--- src/hdl/fsba_pkg.sv ---
// Types and constants of the free span block allocator.
`timescale 1ns / 1ps
package fsba_pkg;

  localparam int unsigned BLOCK_W     = 16;
  localparam int unsigned LEN_W       = BLOCK_W + 1;
  localparam int unsigned ADDR_EXT_W  = BLOCK_W + 2;
  localparam int unsigned ERASE_W     = 16;
  localparam logic [ERASE_W-1:0] ERASE_RESET = 16'd8;
  localparam logic [LEN_W-1:0]   SPACE_SIZE  = {1'b1, {BLOCK_W{1'b0}}};

  typedef enum logic [1:0] {
    CMD_ADD        = 2'd0,
    CMD_PULL_ONE   = 2'd1,
    CMD_PULL_ERASE = 2'd2,
    CMD_CLEAR      = 2'd3
  } cmd_e;

  typedef enum logic [1:0] {
    ST_OK   = 2'd0,
    ST_NONE = 2'd1,
    ST_FULL = 2'd2
  } status_e;

  typedef enum logic [4:0] {
    OP_NOP, OP_LOAD, OP_RD, OP_RD1, OP_RDM1, OP_CAP, OP_CAPN, OP_NEXT,
    OP_ADD_END, OP_ADD_PRE, OP_WR, OP_WR_NEXT, OP_APPEND, OP_JOIN,
    OP_MOVE_DN, OP_MOVE_UP, OP_CNT_DEC, OP_PULL, OP_DIV_INIT, OP_DIV_STEP,
    OP_ALIGN, OP_ER_FRONT, OP_ER_BACK, OP_ER_DROP, OP_UP_SETUP,
    OP_WR_UPPER, OP_ER_LO, OP_SET_FULL, OP_SET_NONE, OP_CLEAR, OP_EMIT
  } dp_op_e;

  typedef enum logic [4:0] {
    S_IDLE, S_DISP, S_A_CHK, S_A_CAP, S_A_TEST, S_A_WR_J, S_A_CAPN,
    S_A_JTEST, S_A_JWR, S_WR_DONE, S_D_CHK, S_D_MOVE, S_P_CAP, S_P_ACT,
    S_P_TEST, S_E_CHK, S_E_CAP, S_E_DIV0, S_E_DIV, S_E_AL, S_E_TEST,
    S_U_CHK, S_U_MOVE, S_U_LO, S_DONE
  } ctrl_state_e;

  typedef struct packed {
    cmd_e cmd;
    logic sz_zero;
    logic e_zero;
    logic cnt_zero;
    logic cnt_full;
    logic idx_at_cnt;
    logic idx1_lt_cnt;
    logic idx_gt_pos1;
    logic end_eq_n;
    logic start_eq_nend;
    logic join_hit;
    logic len_zero;
    logic div_last;
    logic fits;
    logic al_at_start;
    logic len_eq_e;
    logic end_eq_ale;
  } dp_status_t;

endpackage

--- src/hdl/fsba_if.sv ---
// Handshake channel interfaces of the free span block allocator.
`timescale 1ns / 1ps
interface fsba_req_if;
  logic        valid;
  logic        ready;
  logic [1:0]  command;
  logic [15:0] first_block;
  logic [15:0] block_count;
  modport source (output valid, command, first_block, block_count, input ready);
  modport sink (input valid, command, first_block, block_count, output ready);
endinterface

interface fsba_rsp_if;
  logic        valid;
  logic        ready;
  logic [15:0] block_number;
  logic [1:0]  status;
  modport source (output valid, block_number, status, input ready);
  modport sink (input valid, block_number, status, output ready);
endinterface

interface fsba_cfg_if;
  logic        valid;
  logic        ready;
  logic [15:0] data;
  modport source (output valid, data, input ready);
  modport sink (input valid, data, output ready);
endinterface

--- src/hdl/fsba_ram.sv ---
// Generic single write port RAM with one registered read port.
`timescale 1ns / 1ps
module fsba_ram #(
  parameter int unsigned WIDTH = 8,
  parameter int unsigned DEPTH = 16
) (
  input  logic                     clk_i,
  input  logic                     we_i,
  input  logic [$clog2(DEPTH)-1:0] waddr_i,
  input  logic [WIDTH-1:0]         wdata_i,
  input  logic [$clog2(DEPTH)-1:0] raddr_i,
  output logic [WIDTH-1:0]         rdata_o
);

  logic [WIDTH-1:0] mem_q [DEPTH];
  logic [WIDTH-1:0] rdata_q;

  always_ff @(posedge clk_i) begin
    if (we_i) begin
      mem_q[waddr_i] <= wdata_i;
    end
    rdata_q <= mem_q[raddr_i];
  end

  assign rdata_o = rdata_q;

endmodule

--- src/hdl/fsba_ctrl.sv ---
// Sequencing state machine of the free span block allocator.
`timescale 1ns / 1ps
module fsba_ctrl import fsba_pkg::*; (
  input  logic       clk_i,
  input  logic       rst_ni,
  input  logic       in_valid_i,
  output logic       in_ready_o,
  output logic       out_valid_o,
  input  logic       out_ready_i,
  input  dp_status_t dp_i,
  output dp_op_e     op_o
);

  ctrl_state_e state_q, state_d;
  logic        out_valid_q, out_valid_d;

  always_ff @(posedge clk_i or negedge rst_ni) begin
    if (!rst_ni) begin
      state_q     <= S_IDLE;
      out_valid_q <= 1'b0;
    end else begin
      state_q     <= state_d;
      out_valid_q <= out_valid_d;
    end
  end

  always_comb begin
    state_d     = state_q;
    op_o        = OP_NOP;
    in_ready_o  = 1'b0;
    out_valid_d = out_valid_q && !out_ready_i;
    unique case (state_q)
      S_IDLE: begin
        in_ready_o = 1'b1;
        if (in_valid_i) begin
          op_o    = OP_LOAD;
          state_d = S_DISP;
        end
      end
      S_DISP: begin
        unique case (dp_i.cmd)
          CMD_ADD: begin
            state_d = dp_i.sz_zero ? S_DONE : S_A_CHK;
          end
          CMD_PULL_ONE: begin
            if (dp_i.cnt_zero) begin
              op_o    = OP_SET_NONE;
              state_d = S_DONE;
            end else begin
              op_o    = OP_RD;
              state_d = S_P_CAP;
            end
          end
          CMD_PULL_ERASE: begin
            if (dp_i.e_zero) begin
              op_o    = OP_SET_NONE;
              state_d = S_DONE;
            end else begin
              state_d = S_E_CHK;
            end
          end
          CMD_CLEAR: begin
            op_o    = OP_CLEAR;
            state_d = S_DONE;
          end
          default: state_d = S_DONE;
        endcase
      end
      S_A_CHK: begin
        if (dp_i.idx_at_cnt) begin
          op_o    = dp_i.cnt_full ? OP_SET_FULL : OP_APPEND;
          state_d = S_DONE;
        end else begin
          op_o    = OP_RD;
          state_d = S_A_CAP;
        end
      end
      S_A_CAP: begin
        op_o    = OP_CAP;
        state_d = S_A_TEST;
      end
      S_A_TEST: begin
        priority if (dp_i.end_eq_n) begin
          op_o    = OP_ADD_END;
          state_d = S_A_WR_J;
        end else if (dp_i.start_eq_nend) begin
          op_o    = OP_ADD_PRE;
          state_d = S_WR_DONE;
        end else begin
          op_o    = OP_NEXT;
          state_d = S_A_CHK;
        end
      end
      S_A_WR_J: begin
        if (dp_i.idx1_lt_cnt) begin
          op_o    = OP_RD1;
          state_d = S_A_CAPN;
        end else begin
          op_o    = OP_WR;
          state_d = S_DONE;
        end
      end
      S_A_CAPN: begin
        op_o    = OP_CAPN;
        state_d = S_A_JTEST;
      end
      S_A_JTEST: begin
        if (dp_i.join_hit) begin
          op_o    = OP_JOIN;
          state_d = S_A_JWR;
        end else begin
          op_o    = OP_WR;
          state_d = S_DONE;
        end
      end
      S_A_JWR: begin
        op_o    = OP_WR_NEXT;
        state_d = S_D_CHK;
      end
      S_WR_DONE: begin
        op_o    = OP_WR;
        state_d = S_DONE;
      end
      S_D_CHK: begin
        if (dp_i.idx1_lt_cnt) begin
          op_o    = OP_RD1;
          state_d = S_D_MOVE;
        end else begin
          op_o    = OP_CNT_DEC;
          state_d = S_DONE;
        end
      end
      S_D_MOVE: begin
        op_o    = OP_MOVE_DN;
        state_d = S_D_CHK;
      end
      S_P_CAP: begin
        op_o    = OP_CAP;
        state_d = S_P_ACT;
      end
      S_P_ACT: begin
        op_o    = OP_PULL;
        state_d = S_P_TEST;
      end
      S_P_TEST: begin
        if (dp_i.len_zero) begin
          state_d = S_D_CHK;
        end else begin
          op_o    = OP_WR;
          state_d = S_DONE;
        end
      end
      S_E_CHK: begin
        if (dp_i.idx_at_cnt) begin
          op_o    = OP_SET_NONE;
          state_d = S_DONE;
        end else begin
          op_o    = OP_RD;
          state_d = S_E_CAP;
        end
      end
      S_E_CAP: begin
        op_o    = OP_CAP;
        state_d = S_E_DIV0;
      end
      S_E_DIV0: begin
        op_o    = OP_DIV_INIT;
        state_d = S_E_DIV;
      end
      S_E_DIV: begin
        op_o = OP_DIV_STEP;
        if (dp_i.div_last) begin
          state_d = S_E_AL;
        end
      end
      S_E_AL: begin
        op_o    = OP_ALIGN;
        state_d = S_E_TEST;
      end
      S_E_TEST: begin
        priority if (!dp_i.fits) begin
          op_o    = OP_NEXT;
          state_d = S_E_CHK;
        end else if (dp_i.al_at_start && dp_i.len_eq_e) begin
          op_o    = OP_ER_DROP;
          state_d = S_D_CHK;
        end else if (dp_i.al_at_start) begin
          op_o    = OP_ER_FRONT;
          state_d = S_WR_DONE;
        end else if (dp_i.end_eq_ale) begin
          op_o    = OP_ER_BACK;
          state_d = S_WR_DONE;
        end else if (dp_i.cnt_full) begin
          op_o    = OP_SET_FULL;
          state_d = S_DONE;
        end else begin
          op_o    = OP_UP_SETUP;
          state_d = S_U_CHK;
        end
      end
      S_U_CHK: begin
        if (dp_i.idx_gt_pos1) begin
          op_o    = OP_RDM1;
          state_d = S_U_MOVE;
        end else begin
          op_o    = OP_WR_UPPER;
          state_d = S_U_LO;
        end
      end
      S_U_MOVE: begin
        op_o    = OP_MOVE_UP;
        state_d = S_U_CHK;
      end
      S_U_LO: begin
        op_o    = OP_ER_LO;
        state_d = S_WR_DONE;
      end
      S_DONE: begin
        if (!out_valid_q || out_ready_i) begin
          op_o        = OP_EMIT;
          out_valid_d = 1'b1;
          state_d     = S_IDLE;
        end
      end
      default: state_d = S_IDLE;
    endcase
  end

  assign out_valid_o = out_valid_q;

endmodule

--- src/hdl/fsba_datapath.sv ---
// Span table, working registers, remainder unit and result register.
`timescale 1ns / 1ps
module fsba_datapath import fsba_pkg::*; #(
  parameter int unsigned MAX_SPANS = 16
) (
  input  logic                clk_i,
  input  logic                rst_ni,
  input  dp_op_e              op_i,
  input  logic [1:0]          command_i,
  input  logic [BLOCK_W-1:0]  first_block_i,
  input  logic [BLOCK_W-1:0]  block_count_i,
  input  logic                cfg_we_i,
  input  logic [ERASE_W-1:0]  cfg_data_i,
  output dp_status_t          status_o,
  output logic [BLOCK_W-1:0]  block_number_o,
  output logic [1:0]          status_code_o
);

  localparam int unsigned IW  = $clog2(MAX_SPANS);
  localparam int unsigned CW  = $clog2(MAX_SPANS + 1);
  localparam int unsigned EW  = BLOCK_W + LEN_W;
  localparam int unsigned AW  = ADDR_EXT_W;
  localparam int unsigned BCW = $clog2(BLOCK_W);

  cmd_e               cmd_q;
  logic [BLOCK_W-1:0] n_q, s_q, ns_q, rem_q, dv_q, blk_q, out_blk_q;
  logic [LEN_W-1:0]   sz_q, l_q, nl_q;
  logic [ERASE_W-1:0] e_q;
  logic [CW-1:0]      cnt_q, idx_q, pos_q;
  logic [BCW-1:0]     bcnt_q;
  logic [AW-1:0]      al_q, end_q;
  status_e            st_q, out_st_q;

  logic               we;
  logic [IW-1:0]      raddr;
  logic [EW-1:0]      wdata, rdata;
  logic [CW-1:0]      idx_p1, idx_m1;
  logic [CW:0]        idx_p1_w, pos_p1_w;
  logic [LEN_W-1:0]   load_sum, load_sz, e_len;
  logic [AW-1:0]      s_ext, end_s, al_e, up_full, lo_full, al_d;
  logic [BLOCK_W:0]   div_t, div_e;
  logic [BLOCK_W-1:0] rem_d;

  fsba_ram #(
    .WIDTH(EW),
    .DEPTH(MAX_SPANS)
  ) u_table (
    .clk_i  (clk_i),
    .we_i   (we),
    .waddr_i(idx_q[IW-1:0]),
    .wdata_i(wdata),
    .raddr_i(raddr),
    .rdata_o(rdata)
  );

  assign idx_p1   = idx_q + 1'b1;
  assign idx_m1   = idx_q - 1'b1;
  assign idx_p1_w = {1'b0, idx_q} + 1'b1;
  assign pos_p1_w = {1'b0, pos_q} + 1'b1;
  assign e_len    = LEN_W'(e_q);
  assign s_ext    = AW'(s_q);
  assign end_s    = s_ext + AW'(l_q);
  assign al_e     = al_q + AW'(e_q);
  assign up_full  = end_q - al_e;
  assign lo_full  = al_q - s_ext;
  assign load_sum = LEN_W'(first_block_i) + LEN_W'(block_count_i);
  assign load_sz  = (load_sum > SPACE_SIZE) ? SPACE_SIZE - LEN_W'(first_block_i)
                                            : LEN_W'(block_count_i);
  assign div_t    = {rem_q, dv_q[BLOCK_W-1]};
  assign div_e    = (BLOCK_W+1)'(e_q);
  assign rem_d    = (div_t >= div_e) ? BLOCK_W'(div_t - div_e) : div_t[BLOCK_W-1:0];
  assign al_d     = (rem_q == '0) ? s_ext : s_ext + AW'(e_q) - AW'(rem_q);

  always_comb begin
    unique case (op_i)
      OP_RD1:  raddr = idx_p1[IW-1:0];
      OP_RDM1: raddr = idx_m1[IW-1:0];
      default: raddr = idx_q[IW-1:0];
    endcase
    we    = 1'b1;
    wdata = {s_q, l_q};
    unique case (op_i)
      OP_WR, OP_WR_NEXT:      wdata = {s_q, l_q};
      OP_APPEND:              wdata = {n_q, sz_q};
      OP_MOVE_DN, OP_MOVE_UP: wdata = rdata;
      OP_WR_UPPER:            wdata = {al_e[BLOCK_W-1:0], up_full[LEN_W-1:0]};
      default:                we = 1'b0;
    endcase
  end

  always_ff @(posedge clk_i or negedge rst_ni) begin
    if (!rst_ni) begin
      cnt_q <= '0;
      e_q   <= ERASE_RESET;
    end else begin
      if (cfg_we_i) begin
        e_q <= cfg_data_i;
      end
      unique case (op_i)
        OP_APPEND, OP_WR_UPPER: cnt_q <= cnt_q + 1'b1;
        OP_CNT_DEC:             cnt_q <= cnt_q - 1'b1;
        OP_CLEAR:               cnt_q <= '0;
        default:                cnt_q <= cnt_q;
      endcase
    end
  end

  always_ff @(posedge clk_i) begin
    unique case (op_i)
      OP_LOAD: begin
        cmd_q <= cmd_e'(command_i);
        n_q   <= first_block_i;
        sz_q  <= load_sz;
        idx_q <= '0;
        blk_q <= '0;
        st_q  <= ST_OK;
      end
      OP_CAP: begin
        s_q <= rdata[EW-1:LEN_W];
        l_q <= rdata[LEN_W-1:0];
      end
      OP_CAPN: begin
        ns_q <= rdata[EW-1:LEN_W];
        nl_q <= rdata[LEN_W-1:0];
      end
      OP_NEXT, OP_WR_NEXT, OP_MOVE_DN: idx_q <= idx_p1;
      OP_MOVE_UP: idx_q <= idx_m1;
      OP_ADD_END: l_q <= l_q + sz_q;
      OP_ADD_PRE: begin
        s_q <= n_q;
        l_q <= l_q + sz_q;
      end
      OP_JOIN: l_q <= l_q + nl_q;
      OP_PULL: begin
        blk_q <= s_q;
        s_q   <= s_q + 1'b1;
        l_q   <= l_q - 1'b1;
      end
      OP_DIV_INIT: begin
        rem_q  <= '0;
        dv_q   <= s_q;
        bcnt_q <= '0;
      end
      OP_DIV_STEP: begin
        rem_q  <= rem_d;
        dv_q   <= {dv_q[BLOCK_W-2:0], 1'b0};
        bcnt_q <= bcnt_q + 1'b1;
      end
      OP_ALIGN: begin
        al_q  <= al_d;
        end_q <= end_s;
      end
      OP_ER_FRONT: begin
        s_q   <= s_q + e_q;
        l_q   <= l_q - e_len;
        blk_q <= al_q[BLOCK_W-1:0];
      end
      OP_ER_BACK: begin
        l_q   <= l_q - e_len;
        blk_q <= al_q[BLOCK_W-1:0];
      end
      OP_ER_DROP: blk_q <= al_q[BLOCK_W-1:0];
      OP_UP_SETUP: begin
        pos_q <= idx_q;
        idx_q <= cnt_q;
      end
      OP_WR_UPPER: idx_q <= idx_m1;
      OP_ER_LO: begin
        l_q   <= lo_full[LEN_W-1:0];
        blk_q <= al_q[BLOCK_W-1:0];
      end
      OP_SET_FULL: st_q <= ST_FULL;
      OP_SET_NONE: st_q <= ST_NONE;
      OP_EMIT: begin
        out_blk_q <= blk_q;
        out_st_q  <= st_q;
      end
      default: begin
      end
    endcase
  end

  always_comb begin
    status_o.cmd           = cmd_q;
    status_o.sz_zero       = (sz_q == '0);
    status_o.e_zero        = (e_q == '0);
    status_o.cnt_zero      = (cnt_q == '0);
    status_o.cnt_full      = (cnt_q >= CW'(MAX_SPANS));
    status_o.idx_at_cnt    = (idx_q >= cnt_q);
    status_o.idx1_lt_cnt   = (idx_p1_w < {1'b0, cnt_q});
    status_o.idx_gt_pos1   = ({1'b0, idx_q} > pos_p1_w);
    status_o.end_eq_n      = (end_s == AW'(n_q));
    status_o.start_eq_nend = (s_ext == AW'(n_q) + AW'(sz_q));
    status_o.join_hit      = (AW'(ns_q) == end_s);
    status_o.len_zero      = (l_q == '0);
    status_o.div_last      = (bcnt_q == BCW'(BLOCK_W - 1));
    status_o.fits          = (end_q >= al_e);
    status_o.al_at_start   = (al_q == s_ext);
    status_o.len_eq_e      = (l_q == e_len);
    status_o.end_eq_ale    = (end_q == al_e);
  end

  assign block_number_o = out_blk_q;
  assign status_code_o  = out_st_q;

endmodule

--- src/hdl/free_span_block_allocator_core.sv ---
// Top level of the free span block allocator: controller, datapath and ports.
`timescale 1ns / 1ps
// Usage
// The block keeps an ordered table of free block spans and serves four
// commands on the req_i channel: add a range, pull one block, pull an
// aligned erase block and clear the table. Every accepted request word
// gives exactly one response word on rsp_o, carrying the pulled block
// number (zero when nothing was pulled) and a status.
// The erase block size is written through cfg_i, which is always ready;
// it should only be changed while no request is in flight.
// Requests are handled one at a time. An add scans the spans in order
// and moves spans when two spans merge. An erase pull scans the spans,
// aligning each span start with the one-bit-per-cycle remainder unit,
// and moves spans on a split. Every span entry lives in a table RAM
// with one read port, so spans are read and moved one at a time.
// A finished word waits in the output register; the next request is taken
// while it waits, and its result is held back until the receiver takes the
// earlier word. After reset the table is empty and the erase size is 8.
module free_span_block_allocator_core import fsba_pkg::*; #(
  parameter int unsigned MAX_SPANS = 16
) (
  input  logic     clk_i,
  input  logic     rst_ni,
  fsba_req_if.sink   req_i,
  fsba_rsp_if.source rsp_o,
  fsba_cfg_if.sink   cfg_i
);

  dp_status_t dp_status;
  dp_op_e     dp_op;

  // The configuration register is a plain write, so it never stalls.
  assign cfg_i.ready = 1'b1;

  fsba_ctrl u_ctrl (
    .clk_i      (clk_i),
    .rst_ni     (rst_ni),
    .in_valid_i (req_i.valid),
    .in_ready_o (req_i.ready),
    .out_valid_o(rsp_o.valid),
    .out_ready_i(rsp_o.ready),
    .dp_i       (dp_status),
    .op_o       (dp_op)
  );

  fsba_datapath #(
    .MAX_SPANS(MAX_SPANS)
  ) u_datapath (
    .clk_i         (clk_i),
    .rst_ni        (rst_ni),
    .op_i          (dp_op),
    .command_i     (req_i.command),
    .first_block_i (req_i.first_block),
    .block_count_i (req_i.block_count),
    .cfg_we_i      (cfg_i.valid),
    .cfg_data_i    (cfg_i.data),
    .status_o      (dp_status),
    .block_number_o(rsp_o.block_number),
    .status_code_o (rsp_o.status)
  );

endmodule

--- src/flat_wrapper.sv ---
// flat-port wrapper written by rule: the top's interface ports become plain ports
module free_span_block_allocator_core_flat import fsba_pkg::*;
#(
  parameter int unsigned MAX_SPANS = 16
)
  (clk_i, rst_ni, req_i_valid, req_i_command, req_i_first_block, req_i_block_count, req_i_ready, rsp_o_valid, rsp_o_block_number, rsp_o_status, rsp_o_ready, cfg_i_valid, cfg_i_data, cfg_i_ready);
  fsba_req_if req_i_i ();
  fsba_rsp_if rsp_o_i ();
  fsba_cfg_if cfg_i_i ();
  input  logic clk_i;
  input  logic rst_ni;
  input wire logic [$bits(req_i_i.valid)-1:0] req_i_valid;
  input wire logic [$bits(req_i_i.command)-1:0] req_i_command;
  input wire logic [$bits(req_i_i.first_block)-1:0] req_i_first_block;
  input wire logic [$bits(req_i_i.block_count)-1:0] req_i_block_count;
  output wire logic [$bits(req_i_i.ready)-1:0] req_i_ready;
  output wire logic [$bits(rsp_o_i.valid)-1:0] rsp_o_valid;
  output wire logic [$bits(rsp_o_i.block_number)-1:0] rsp_o_block_number;
  output wire logic [$bits(rsp_o_i.status)-1:0] rsp_o_status;
  input wire logic [$bits(rsp_o_i.ready)-1:0] rsp_o_ready;
  input wire logic [$bits(cfg_i_i.valid)-1:0] cfg_i_valid;
  input wire logic [$bits(cfg_i_i.data)-1:0] cfg_i_data;
  output wire logic [$bits(cfg_i_i.ready)-1:0] cfg_i_ready;
  assign req_i_i.valid = req_i_valid;
  assign req_i_i.command = req_i_command;
  assign req_i_i.first_block = req_i_first_block;
  assign req_i_i.block_count = req_i_block_count;
  assign req_i_ready = req_i_i.ready;
  assign rsp_o_valid = rsp_o_i.valid;
  assign rsp_o_block_number = rsp_o_i.block_number;
  assign rsp_o_status = rsp_o_i.status;
  assign rsp_o_i.ready = rsp_o_ready;
  assign cfg_i_i.valid = cfg_i_valid;
  assign cfg_i_i.data = cfg_i_data;
  assign cfg_i_ready = cfg_i_i.ready;
  free_span_block_allocator_core #(.MAX_SPANS(MAX_SPANS)) u_core (.clk_i(clk_i), .rst_ni(rst_ni), .req_i(req_i_i), .rsp_o(rsp_o_i), .cfg_i(cfg_i_i));
endmodule
--- config.mk ---
export PLATFORM = sky130hd
export DESIGN_NAME = free_span_block_allocator_core_flat
export DESIGN_NICKNAME = d
export VERILOG_FILES = /design/src/hdl/fsba_pkg.sv /design/src/hdl/fsba_if.sv /design/src/hdl/fsba_ram.sv /design/src/hdl/fsba_ctrl.sv /design/src/hdl/fsba_datapath.sv /design/src/hdl/free_span_block_allocator_core.sv /design/src/flat_wrapper.sv
export SDC_FILE = /design/constraint.sdc
export NUM_CORES = 2
export LEC_CHECK = 0
export BUFFER_PORTS_ARGS = -buffer_cell sky130_fd_sc_hd__buf_2
export CORE_UTILIZATION = 40
export CTS_CLUSTER_DIAMETER = 80
export DETAILED_ROUTE_END_ITERATION = 8
export GPL_ROUTABILITY_DRIVEN = 0
export GPL_TIMING_DRIVEN = 0
export PLACE_DENSITY_LB_ADDON = 0.08
export SLEW_MARGIN = 30
export SYNTH_ARGS = -nofsm -noshare
export SYNTH_HDL_FRONTEND = slang
export SYNTH_SLANG_ARGS = --single-unit
--- constraint.sdc ---
create_clock -name clk_i -period 8.2 [get_ports clk_i]
set_clock_uncertainty 0.1 [all_clocks]
set_input_delay 0.82 -clock clk_i [delete_from_list [all_inputs] [get_ports clk_i]]
set_output_delay 0.82 -clock clk_i [all_outputs]
set_load 0.005 [all_outputs]
## After elaboration in Yosys (flattened, before gate mapping)

Memories as Yosys holds them, arrays and structs flattened. A register that Yosys moved wholly into a read port is not among the register bits.
Index checks and enable logic that the tools add are counted.

- Flip-flop bits (word level): 246
- Bits in writable memories: 528
- Input port bits: 55
- Output and inout port bits: 21
- Logic and storage cells: 214
- Memories: 1

- Add/sub/neg operators: 23
- $lt $le $gt $ge: 7
- Equality and inequality tests: 66
- Multiplexer cells: 63
- Reduce and logical (&&, ||, !) cells: 30

Memories:

| name | depth | width | read ports | clocked after memory_dff | write ports | RTL line | text |
|---|---|---|---|---|---|---|---|
| u_core.u_datapath.u_table.mem_q | 16 | 33 | 1 | 1 | 1 | fsba_ram.sv:15 | `logic [WIDTH-1:0] mem_q [DEPTH];` |

Operator list:

| kind | count |
|---|---|
| equality test 5 bit (second input constant) | 24 |
| two-way mux 5 bit | 24 |
| one-hot mux 5 bit (24 select lines) | 1 |
| one-hot mux 5 bit (23 select lines) | 1 |
| one-hot mux 17 bit (6 select lines) | 1 |
| one-hot mux 33 bit (3 select lines) | 1 |
| equality test 5 x 4 -> 1 bit (second input constant) | 16 |
| one-hot mux 16 bit (2 select lines) | 2 |
| one-hot mux 16 bit (4 select lines) | 1 |
| two-way mux 16 bit | 3 |
| one-hot mux 16 bit (3 select lines) | 1 |
| two-way mux 4 bit | 11 |
| equality test 5 x 3 -> 1 bit (second input constant) | 8 |
| one-hot mux 5 bit (4 select lines) | 2 |
| adder 16 x 17 -> 18 bit | 2 |
| equality test 16 x 18 -> 1 bit | 2 |
| equality test 18 x 16 -> 1 bit | 2 |
| adder 16 x 16 -> 17 bit | 2 |
| adder 17 bit | 2 |
| zero test 17 bit | 2 |
| subtractor 17 x 16 -> 17 bit | 2 |
| zero test 16 bit | 2 |
| one-hot mux 5 bit (3 select lines) | 2 |
| adder 18 x 16 -> 18 bit | 1 |
| other kinds (46) | 74 |

## Logic depth before layout (Yosys ltp)

- Depth after elaboration: 12
- Depth in mapped cells: 44

## Hierarchy

Synthesis repeated with hierarchy kept, for this count alone.

- Cell total of the unflattened synthesis: 3421
- Area, all modules: 43380.4 um^2

Modules (own cells, without submodules):

| module | instances | cells each | area an instance (um^2) | sequential area each (um^2) |
|---|---|---|---|---|
| fsba_datapath | 1 | 2359 | 21495.6 | 7103.1 |
| fsba_ram | 1 | 864 | 20631.0 | 16515.8 |
| fsba_ctrl | 1 | 196 | 1242.4 | 150.1 |
| free_span_block_allocator_core | 1 | 2 | 11.3 | 0.0 |

## Worst setup path before layout

No wires, ideal clock.

- Kind: register to register
- Start: reg u_core.u_datapath.e_q[0]
- End: reg u_core.u_datapath.s_q[14] (data pin)
- Library setup time: 0.261 ns
- Arrival: 7.787 ns
- Required time: 7.839 ns
- Slack: 0.052 ns
- Cell stages (with the launch flop): 45
- Path buffers: 1
- Period minus slack after synthesis: 8.148 ns
- Cells stage by stage: dfrtp_1 ha_1 inv_1 fa_1 nor2b_1 o21ai_0 a21boi_0 o21ai_0 a21boi_0 o21ai_0 a21oi_1 o41ai_1 o21ai_0 a21o_1 a21oi_1 xor2_1 ha_1 nand4_1 (+9 left out) or2_2 nor2_1 nand3_1 ha_1 fa_1 a21o_1 a21oi_1 o21bai_1 a21oi_1 o21bai_1 a21oi_1 o21bai_1 a2111o_1 a31o_2 a21oi_1 xor2_1 nor2_1 a221o_1

- Longest elaborated chain between the ends: 9
- Elaborated cells on any way between the ends: 19

RTL lines:

| item | RTL line | text |
|---|---|---|
| start, declared | fsba_datapath.sv:28 | `logic [ERASE_W-1:0] e_q;` |
| start signal, assigned | fsba_datapath.sv:97 | `e_q <= cfg_data_i;` |
| parallel branches: the longest is 8 deep, another holds adder 18 x 16 -> 18 bit | - |  |
| one-hot mux 16 bit (4 select lines) (*) | fsba_datapath.sv:109 | `unique case (op_i)` |
| end signal, assigned | fsba_datapath.sv:119 | `s_q <= rdata[EW-1:LEN_W];` |
| end signal, assigned | fsba_datapath.sv:130 | `s_q <= n_q;` |
| end signal, assigned | fsba_datapath.sv:136 | `s_q <= s_q + 1'b1;` |
| end, declared | fsba_datapath.sv:26 | `logic [BLOCK_W-1:0] n_q, s_q, ns_q, rem_q, dv_q, blk_q, out_blk_q;` |

Mark *: on every way between the ends.
A chain may end at the register's enable or synchronous reset.

## Final worst setup path

- Start: reg u_core.u_datapath.e_q[1]
- End: reg u_core.u_datapath.s_q[14] (data pin)

Same word-level chain as after synthesis.

==> results_dict.tcl <==
set metrics [dict create \
    start_kind "flop" \
    worstSetupPathType "flop to flop" \
    first_iter_violations 2996 \
    initial_core_util_pct 40.5 \
    cts_tree "yes" \
    use_met3_pct 4.06 \
    yosys_warnings 0 \
    r2r-start "u_core.u_datapath.e_q[1]" \
    rows 120 \
    async_flop_share_pct 3.35 \
    wl_per_cell_um 27.3 \
    first_pass_iters 6 \
    cts_root_buf "clkbuf_16" \
    htreeDepth 3 \
    cp.required_ps 8520 \
    synthCells 3470 \
    comb_power_share_pct 48.6 \
    clkPwrFrac_pct 20.7 \
    synthAdderAreaFrac_pct 7.20 \
    grt_max_degree 34 \
    seqPwrFrac_pct 30.6 \
    grt_usage_pct 25.7 \
    yosys.area_share.simple_pct 9.94 \
    power_mw 20.7 \
    final_util_pct 47.4 \
    fmax_ghz 0.120 \
    setup_ws_ps -126 \
    layout-drive-gt1-share_pct 17.4 \
    setup_viol 1 \
    hold_violations 0 \
    violations "negative setup slack" \
    crit_start "u_core.u_datapath.e_q[1]" \
    syn_avg_cell_area_um2 12.5 \
    arrival_ps 8640 \
    switching_power_mw 8.46 \
    first_global_vias 30804 \
    via_per_inst 5.90 \
    ant_nets 0 \
    peakVddDrop_mv 0.256 \
    p_int_mw 12.2 \
    synth_area_leader_cell "edfxtp_1" \
    synth-seq-area-share_pct 54.7 \
    vias 30859 \
    place_hpwl_um 108000 \
    synth_top_family_by_area "compound AO/OA/AOI/OAI gates" \
    cp-end-kind "flop" \
    register_area_mm2 0.0238 \
    status "complete, but fails checks" \
    clockBufferDepth 3 \
    cts_sinks 807 \
    route.detailed.drc 0 \
    synth.area.top_cells "edfxtp_1, mux4_2, ha_1" \
    grt_use_met2_pct 41.1 \
    synth_ff_type "edfxtp_1" \
    power-per-cell-area_mw_per_mm2 407 \
    r2r_setup_slack_ps -130 \
    ys_types 96 \
    p_leak_nw 18.3 \
    relSlewSlack_pct 32.4 \
    drt-total-wl_um 143000 \
    critPathSlowestCell "a2111o_1" \
    grt_first_pass_wirelength_um 208000 \
    die_area_mm2 0.110 \
    syn-num-nets 3759 \
    synthXorXnorAreaFrac_pct 4.74 \
    slew_violations 0 \
    maxCapViolCount 0 \
    reg2regPathDepth 40 \
    ys_seq_elements 807 \
    globalRouteOverflowTotal 0 \
    synth_edf_count 747 \
    cts_buffers 90 \
    boundaryPins 76 \
    die_h_um 332 \
    synth-compound-area-share_pct 12.2 \
    finalCritPeriodShare_pct 102 \
    io_buffers 74 \
    switching_share_pct 40.9 \
    top_usage_layer "met2" \
    core_mm2 0.107 \
    r2r_end "u_core.u_datapath.s_q[14]" \
    worst_slew_pin_slew_ps 995 \
    tns_ps -126 \
    holdWs_ps 89.0 \
    use_met1_pct 33.6 \
    period_minus_slack_ps 8330 \
    die_w_um 332 \
    worstSkewPairLatency_ps 710 \
    grt_setup_unrepaired "true" \
    path_common_cell "a21oi_2" \
    synth_mux_area_share_pct 8.32 \
    ctsHoldBuffers 0 \
    finalNonFillerCells 5231 \
    dp_cells 5010 \
    antenna_found_initial 0 \
    multiInputGateArea_mm2 0.0190 \
    path_max_fanout 8 \
    hp-class "input pin to async pin" \
    nFillCells 9500 \
    finish.net_count 4039 \
    cts.clk_slew.worst_paths_ps 60 \
    max_stage_delay_ps 460 \
    synthesis.area_mm2 0.0435 \
    synthToLayoutAreaGrowth_pct 17.0 \
    netlist.area_leader.share_pct 51.6 \
]
==> worst max-delay path: cells and delay by family, from the launching register on <==
kind	cells	cell delay [ps]
AOI/OAI and AO/OA	22	4010
xor gates and xnor gates	2	460
adders and majority gates	4	1160
DFF	1	450
and+or+nand+nor	12	1830
==> sequential cells by signal, indices dropped and copies added (netlist names), 16 cells and up <==
signal	flops
u_core.u_datapath.u_table.rdata_o	33
u_core.u_datapath.s_q	16
u_core.u_datapath.dv_q	16
u_core.u_datapath.nl_q	17
u_core.u_datapath.end_q	18
u_core.u_datapath.ns_q	16
u_core.u_datapath.e_q	16
u_core.u_datapath.rem_q	16
u_core.u_datapath.al_q	18
u_core.u_datapath.sz_q	17
u_core.u_datapath.n_q	16
u_core.u_datapath.block_number_o	16
u_core.u_datapath.blk_q	16
u_core.u_datapath.l_q	17
u_core.u_datapath.u_table.mem_q	528
==> layout by cell type (no fill, tap or decap), types with 42 or more instances in the layout <==
cell type,Yosys,final
a211oi_1,59,58
a21o_1,64,63
a21oi_1,191,180
a31oi_1,59,47
and2_1,42,42
buf_2,10,89
buf_4,1,72
clkbuf_1,114,116
clkbuf_16,0,91
edfxtp_1,747,747
ha_1,207,204
inv_1,186,183
mux2_2,42,42
mux4_2,132,132
nand2_1,254,253
nand3_1,59,56
nor2_1,241,221
nor3_1,68,61
o21ai_0,159,139
xnor2_1,118,114
xor2_1,94,93
==> cells in the mapped netlist, types with 26 or more instances <==
library cell,count
dfrtp_1,26
a31oi_1,59
and2_1,42
or3_1,29
xor2_1,94
a221o_1,29
dfxtp_1,33
fa_1,27
a21o_1,64
nor2b_1,29
nor4_1,32
nor2_1,241
o21ai_0,159
nand4_1,26
nor3_1,68
ha_1,207
nand2_1,254
xnor2_1,118
nand3_1,59
inv_1,186
clkbuf_1,114
mux4_2,132
edfxtp_1,747
a21oi_1,191
mux2_2,42
nand2b_1,27
a211oi_1,59
==> final cells by class <==
type | count | share of cell area (%)
timing repair buffer | 189 | 3.65
sequential | 807 | 46.8
tap | 1403 | 3.45
multi-input combinational | 2332 | 37.3
buffer | 141 | 1.14
clock inverter | 69 | 1.62
inverter | 189 | 1.40
clock buffer | 100 | 4.62
antenna | 1 | 0.00492
==> what timing repair did <==
| item | in CTS | in global routing |
|---|---|---|
| setup buffers | 24 | 28 |
| endpoints found under the setup margin | 865 | 10 |
| endpoints found under the hold margin | 0 | 0 |
| resized for setup | 57 | 22 |
| pin swaps | 38 | 36 |
==> metrics by stage <==
stage,setup WS (ps),instance area (um^2)
detailed placement,-2060,47000
global route,-391,50800
CTS,-75.2,50500
finish,-126,50800
floorplan,52.3,43500
global placement,-4210,45600
==> how the worst max path moves through the flow <==
stage | end | slack (ps) | depth (start not counted)
6_report | u_core.u_datapath.s_q[14] | -130 | 40
5_1_grt | u_core.u_datapath.s_q[14] | -390 | 42
4_1_cts | u_core.u_datapath.s_q[14] | -80 | 44
3_5_place_dp | u_core.u_datapath.s_q[14] | -2060 | 43
3_3_place_gp | u_core.u_datapath.u_table.mem_q[0][26] | -4210 | 27
2_1_floorplan | u_core.u_datapath.s_q[14] | 50 | 44
==> cells by family after synthesis <==
group,Yosys count
adders and majority gates,234
buffers and inverters,331
AOI/OAI and AO/OA,795
DFF,807
other,1
muxes,191
and+or+nand+nor,890
xor gates and xnor gates,221
==> per-layer routing <==
| layer | vias to the layer above | wire length [um] |
|---|---|---|
| li1 | 13873 | - |
| met1 | 15436 | 59400 |
| met2 | 1227 | 65800 |
| met3 | 323 | 9020 |
| met4 | 0 | 8570 |
| met5 | - | 0 |
==> power groups by stage <==
stage / clock [mW] / sequential [mW] / combinational (mW)
after global placement: 0 / 6.50 / 9.29
after detailed placement: 0 / 6.46 / 9.75
after floorplan: 0 / 6.07 / 6.52
after global routing: 4.52 / 6.36 / 10.9
final: 4.29 / 6.34 / 10.1
after CTS: 4.37 / 6.35 / 9.91
(Power assumes the default switching activity.)
